$ cat src/hdl/msss_pkg.sv
// Shared definitions for the minimum absolute subset sum search core.
// Holds parameter defaults, result field widths, state codes and the evaluator control word.
// No dependencies.
`default_nettype none
package msss_pkg;

  localparam int DEF_MAX_ELEMENTS = 32;
  localparam int DEF_VALUE_WIDTH  = 57;

  // result field widths, fixed by the interface
  localparam int ABS_OUT_W = 61;
  localparam int CNT_OUT_W = 6;

  // sequencer states, one-hot
  typedef enum logic [9:0] {
    ST_LOAD  = 10'b00_0000_0001,
    ST_BWR   = 10'b00_0000_0010,
    ST_BRD   = 10'b00_0000_0100,
    ST_BUPD  = 10'b00_0000_1000,
    ST_SCAN  = 10'b00_0001_0000,
    ST_NEXT  = 10'b00_0010_0000,
    ST_GRD   = 10'b00_0100_0000,
    ST_GUPD  = 10'b00_1000_0000,
    ST_DRAIN = 10'b01_0000_0000,
    ST_OUT   = 10'b10_0000_0000
  } state_t;

  // control from the sequencer to the candidate evaluator
  typedef struct packed {
    logic clear;
    logic valid;
  } eval_ctl_t;

endpackage
`default_nettype wire

$ cat src/hdl/msss_eval.sv
// Candidate evaluator: forms each combined subset sum, takes its magnitude and
// keeps the best (least magnitude, then fewest members) seen since the last clear.
// Depends on msss_pkg.
`default_nettype none
module msss_eval
  import msss_pkg::*;
#(
  parameter int SUM_W = 63,
  parameter int CW    = 6
) (
  input  wire logic             clk,
  input  wire logic             rst,
  input  wire eval_ctl_t        ctl,
  input  wire logic [SUM_W-1:0] part_sum,
  input  wire logic [CW-1:0]    part_cnt,
  input  wire logic [SUM_W-1:0] tab_sum,
  input  wire logic [CW-1:0]    tab_cnt,
  output logic                  busy,
  output logic [SUM_W-1:0]      best_abs,
  output logic [CW-1:0]         best_cnt
);

  logic             v2, v3;
  logic [SUM_W-1:0] cand_sum, cand_mag;
  logic [CW-1:0]    cand_cnt, mag_cnt;
  logic [CW-1:0]    tot_cnt;
  logic             better;

  assign tot_cnt = part_cnt + tab_cnt;
  assign better  = (cand_mag < best_abs) || ((cand_mag == best_abs) && (mag_cnt < best_cnt));
  assign busy    = v2 | v3;

  // advance the valid flags; an empty subset is dropped here
  always_ff @(posedge clk) begin
    if (rst || ctl.clear) begin
      v2 <= 1'b0;
      v3 <= 1'b0;
    end else begin
      v2 <= ctl.valid && (tot_cnt != '0);
      v3 <= v2;
    end
  end

  // add, then take magnitude
  always_ff @(posedge clk) begin
    cand_sum <= part_sum + tab_sum;
    cand_cnt <= tot_cnt;
    cand_mag <= cand_sum[SUM_W-1] ? (~cand_sum + SUM_W'(1)) : cand_sum;
    mag_cnt  <= cand_cnt;
  end

  // hold the best pair
  always_ff @(posedge clk) begin
    if (rst || ctl.clear) begin
      best_abs <= '1;
      best_cnt <= '1;
    end else if (v3 && better) begin
      best_abs <= cand_mag;
      best_cnt <= mag_cnt;
    end
  end

endmodule
`default_nettype wire

$ cat config.mk
export PLATFORM = sky130hd
export DESIGN_NAME = msss_eval
export DESIGN_NICKNAME = d
export VERILOG_FILES = /design/src/hdl/msss_pkg.sv /design/src/hdl/msss_eval.sv
export SDC_FILE = /design/constraint.sdc
export NUM_CORES = 1
export LEC_CHECK = 0
export ABC_CLOCK_PERIOD_IN_PS = 4850
export BUFFER_PORTS_ARGS = -buffer_cell sky130_fd_sc_hd__clkbuf_2
export CORE_MARGIN = 2
export CORE_UTILIZATION = 30
export CTS_CLUSTER_DIAMETER = 80
export CTS_CLUSTER_SIZE = 14
export DETAILED_ROUTE_END_ITERATION = 10
export GPL_TIMING_DRIVEN = 0
export PLACE_DENSITY = 0.54
export SKIP_CTS_REPAIR_TIMING = 1
export SLEW_MARGIN = 25
export SYNTH_ARGS = -nofsm -noshare
export SYNTH_HDL_FRONTEND = slang
export SYNTH_SLANG_ARGS = --single-unit
$ cat constraint.sdc
create_clock -name clk -period 4.85 [get_ports clk]
set_clock_uncertainty 0.2 [all_clocks]
set_input_delay 0.7275 -clock clk [delete_from_list [all_inputs] [get_ports clk]]
set_output_delay 0.7275 -clock clk [all_outputs]
set_load 0.005 [all_outputs]
## Word level (Yosys, flattened, before mapping)

Cells that the tools add are included.

| operators by class | value |
|---|---|
| order comparisons | 2 |
| muxes and demuxes | 1 |
| reductions and logical operators | 6 |
| equal/unequal tests | 1 |
| bitwise logic cells | 2 |
| $add $sub $neg | 3 |

Operator list:

| cell | count |
|---|---|
| 63-bit by 1-bit adder with 63-bit output, second input constant | 1 |
| 63-bit adder | 1 |
| 63-bit equality test | 1 |
| 63-bit less-than comparator | 1 |
| 63-bit NOT | 1 |
| 62-bit 2-to-1 mux | 1 |
| 6-bit adder | 1 |
| 6-bit less-than comparator | 1 |
| 6-bit nonzero test | 1 |
| 1-bit logical AND | 3 |
| 1-bit logical OR | 2 |
| 1-bit bitwise OR | 1 |

| word-level totals | value |
|---|---|
| input bits | 142 |
| register bits after elaboration | 209 |
| output and inout bits | 70 |
| logic and storage cells | 24 |

## Logic depth before layout (Yosys ltp)

| logic depth | value |
|---|---|
| depth in word-level cells | 4 |
| gate-level depth with buffers | 14 |
| gate-level depth less buffers | 12 |

## Worst setup path after synthesis

No wires, ideal clock.

| path | value |
|---|---|
| path type | in2reg |
| start point | in part_sum[0] |
| end point | reg cand_sum[62] |
| arrival | 3.394 ns |
| slack | 1.138 ns |
| data required time | 4.532 ns |
| path buffers | 0 |
| stages on the path | 12 |
| setup time | 0.118 ns |
| cells stage by stage | ha_1 > fa_1 > a21oi_1 > o221ai_1 > a221oi_1 > o21a_1 > nor4_1 > a211oi_1 > o21ai_0 > a31oi_1 > a41o_1 > xnor2_1 |

| on the way | value |
|---|---|
| word-level cells in the longest chain between the ends | 1 |

Ends and longest elaborated chain:

| what | line | source |
|---|---|---|
| start: declaration | msss_eval.sv:14 | `input wire logic [SUM_W-1:0] part_sum,` |
| 63-bit adder | msss_eval.sv:46 | `cand_sum <= part_sum + tab_sum;` |
| end signal: assignment | msss_eval.sv:46 |  |
| end: declaration | msss_eval.sv:24 | `logic [SUM_W-1:0] cand_sum, cand_mag;` |

No other way between the ends.
A chain may end at the register's enable or synchronous reset.

## Worst setup path in the final report

Same ends and word-level chain as after synthesis.

==> impl_metrics.yaml <==
global_routing:
  grt-ovfl-total: 0
  grt_max_degree: 15
  grt_pass1_vias: 10400
  antenna_found_initial: 0
  grt_usage_pct: 16.4
  grt_pass1_wl_um: 55400
route:
  routed_wirelength_um: 34800
  avgViaCountPerCell: 5.02
  antenna_left: 0
  wl_per_cell_um: 16.5
  vias: 10600
  drtIter0Drc: 522
  drc: 0
  dr.pass1.iters: 5
critical_path:
  path_max_fanout: 4
  path_delay_family: "compound AO/OA/AOI/OAI gates"
  crit_path_end_kind: "register"
  crit_path_start_kind: "input port"
  timing.rr.start: "cand_sum[28]"
  cpPeakStageDelay_ns: 0.63
  cpMaxStageDelayCell: "a221oi_1"
  crit_type: "input port to register"
  cp_num_buf_inv: 1
  worstSetupStartpoint: "part_sum[0]"
  path_cells: "clkbuf_2 -> ha_1 -> fa_1 -> a21oi_1 -> o221ai_1 -> a221oi_1 -> o21a_1 -> nor4_1 -> a211oi_1 -> o21ai_0 -> a31oi_1 -> a41o_1 -> xnor2_1"
  critical_path_arrival_ns: 4.62
  cp_data_required_time_ns: 5.07
clock_network:
  clk_latency_ns: 0.50
  clk_pin_slew_ns: 0.07
  htreeDepth: 1
  clockRootBuffer: "clkbuf_16"
  numCtsBuffers: 18
  cts.sinks: 209
  cts_tree: "yes"
  clk_path_buf_depth: 3
synth:
  synth-seq-area-share_pct: 35.1
  synthAdderAreaFrac_pct: 14.6
  synth_top_family_by_area: "compound AO/OA/AOI/OAI gates"
  syn-num-nets: 1640
  syn_inst: 1360
  synth_cell_type_count: 56
  syn-cell-area_um2: 11900
  synth_simple_gate_area_share_pct: 13.9
  yosys.area_share.xor_xnor_pct: 9.34
  yosys_warnings: 0
  async_flop_share_pct: 0
  synth_seq_cells: 209
  synth-edff-count: 0
  ys.flop_type: "dfxtp_1"
  synth_mux_area_share_pct: 0.0841
  syn-mean-instance-area_um2: 8.76
  synth_compound_area_share_pct: 21.5
power_and_ir_drop:
  p_seq_share_pct: 47.9
  powerDensity_nw_per_um2: 362
  switching_share_pct: 33.2
  p_switching_uw: 1700
  power.leakage_uw: 0.00672
  ir_drop_mv: 0.186
  clockPowerShare_pct: 25.5
  p_comb_share_pct: 26.6
  p_int_uw: 3410
final_layout:
  nets: 1869
  final_area_um2: 14100
  fill_cells: 4064
  syn_to_final_growth_pct: 18.3
  antenna_cells_inserted: 0
  post-route-util_pct: 36.2
  finalNonFillerCells: 2107
  drive_gt1_share_pct: 15.2
timing:
  rsz0062_at_grt: "false"
  setup-violations-final: 0
  fin_crit_ns: 4.40
  timing.fmax_mhz: 227
  finalMaxSlewViolations: 0
  relSlewSlack_pct: 47.0
  finalCritPeriodShare_pct: 90.6
  worst_pin_slew_ns: 0.776
  hold_viol: 0
floorplan:
  ios: 212
  die_w_um: 203
  initial_utilization_pct: 30.6
  die-area_um2: 41300
  fp-row-count: 72
  die_y_um: 203
  core_um2: 38900
placed_design:
  placedCellCount: 2087
  placed_cell_area_um2: 13600
  dpl.hpwl_um: 28200
  port_buffers: 209
  gp_congestion: 0.870
flow_run:
  drv_cap: 0
hold_path:
  min_from: "cand_cnt[0]"
  hold_path.class: "register to register"
outcome:
  outcome: "finished, final reports clean"
cell type report:
type                            count  area, um2  area share (%)
Timing Repair Buffer              209       1050            7.42
Inverter                           98        368            2.61
Buffer                             74        279            1.98
Clock buffer                       20        479            3.40
Sequential cell                   209       4180            29.7
Multi-Input combinational cell    979       7080            50.3
Tap cell                          518        648            4.60
layout by cell type, fill, tap and decap left out, drive strengths merged, types with 8 or more instances in the layout:
cell,count
a211oi,9
a21o,66
a21oi,93
a31oi,76
clkbuf,302
dfxtp,209
ha,136
inv,98
nand2,81
nand3,15
nand4,35
nor2,50
nor3,9
nor4,72
o21a,9
o21ai,68
o21bai,15
o31ai,21
o41ai,13
or2,8
or3,10
or4,15
xnor2,101
xor2,26
path summary, 6_finish.rpt:
path / to / slack [ns] / cells past startpoint
worst max-delay path: cand_sum[62] / 0.45 / 13
worst min-delay path: mag_cnt[0] / 0.13 / 0
worst max register to register: cand_mag[62] / 1.12 / 7
worst min register to register: mag_cnt[0] / 0.13 / 0
registers in the layout, indices dropped and copies added (netlist names):
signal and cells:
best_abs 63, best_cnt 6, cand_cnt 6, cand_mag 63, cand_sum 63, mag_cnt 6, v2 1, v3 1
power by group through the flow:
| stage | clock [uW] | sequential, uW | combinational, uW |
|---|---|---|---|
| after detailed placement | 0 | 2480 | 1350 |
| after floorplan | 0 | 2360 | 972 |
| after global placement | 0 | 2460 | 1350 |
| after global routing | 1400 | 2490 | 1530 |
| final | 1300 | 2440 | 1360 |
| after CTS | 1350 | 2440 | 1370 |
worst register-to-register path, cell delays in order, from the launching register on:
cell and delay [ns]:
dfxtp_1 0.33, or4_1 0.53, or2_1 0.26, or4_1 0.42, or3_1 0.44, or3_1 0.46, or3_1 0.38, nor4b_1 0.55
Yosys cell counts (all sizes together), types with 35 or more instances:
master	n	area, um2
a21oi	93	465
nand4	35	219
dfxtp	209	4180
inv	98	368
clkbuf	73	274
nand2	81	304
a21o	66	495
xnor2	101	885
a31oi	76	475
nor2	50	188
o21ai	68	340
ha	136	1700
nor4	72	450
per-layer routing:
layer / vias to the layer above / part of all wire, % / global-route usage [%]
met5: - / 0 / 0
met1: 4836 / 51 / 24.4
met4: 0 / 1.9 / 4.30
li1: 5428 / - / -
met2: 265 / 43 / 25.3
met3: 49 / 4.2 / 1.34
cell families (layout without fill, tap and decap cells):
family                   count (synthesis)  after routing
XOR/XNOR                               127            127
buffers and inverters                  172            401
AO/OA/AOI/OAI                          398            398
flip-flops                             209            209
AND/OR/NAND/NOR                        315            315
multiplexers                             1              1
adder cells (fa/ha/maj)                138            138
stage by stage:
stage / total power, uW / setup TNS (ns) / hold slack [ns] / setup slack, ns
final: 5100 / 0 / 0.131 / 0.454
after global routing: 5430 / 0 / 0.139 / 0.218
after floorplan: 3330 / 0 / 0.110 / 1.14
after detailed placement: 3830 / -0.0504 / 0.114 / -0.0444
after CTS: 5150 / 0 / 0.132 / 0.476
after global placement: 3810 / -0.0238 / 0.112 / -0.0238
Power figures use the tool's default switching activity.
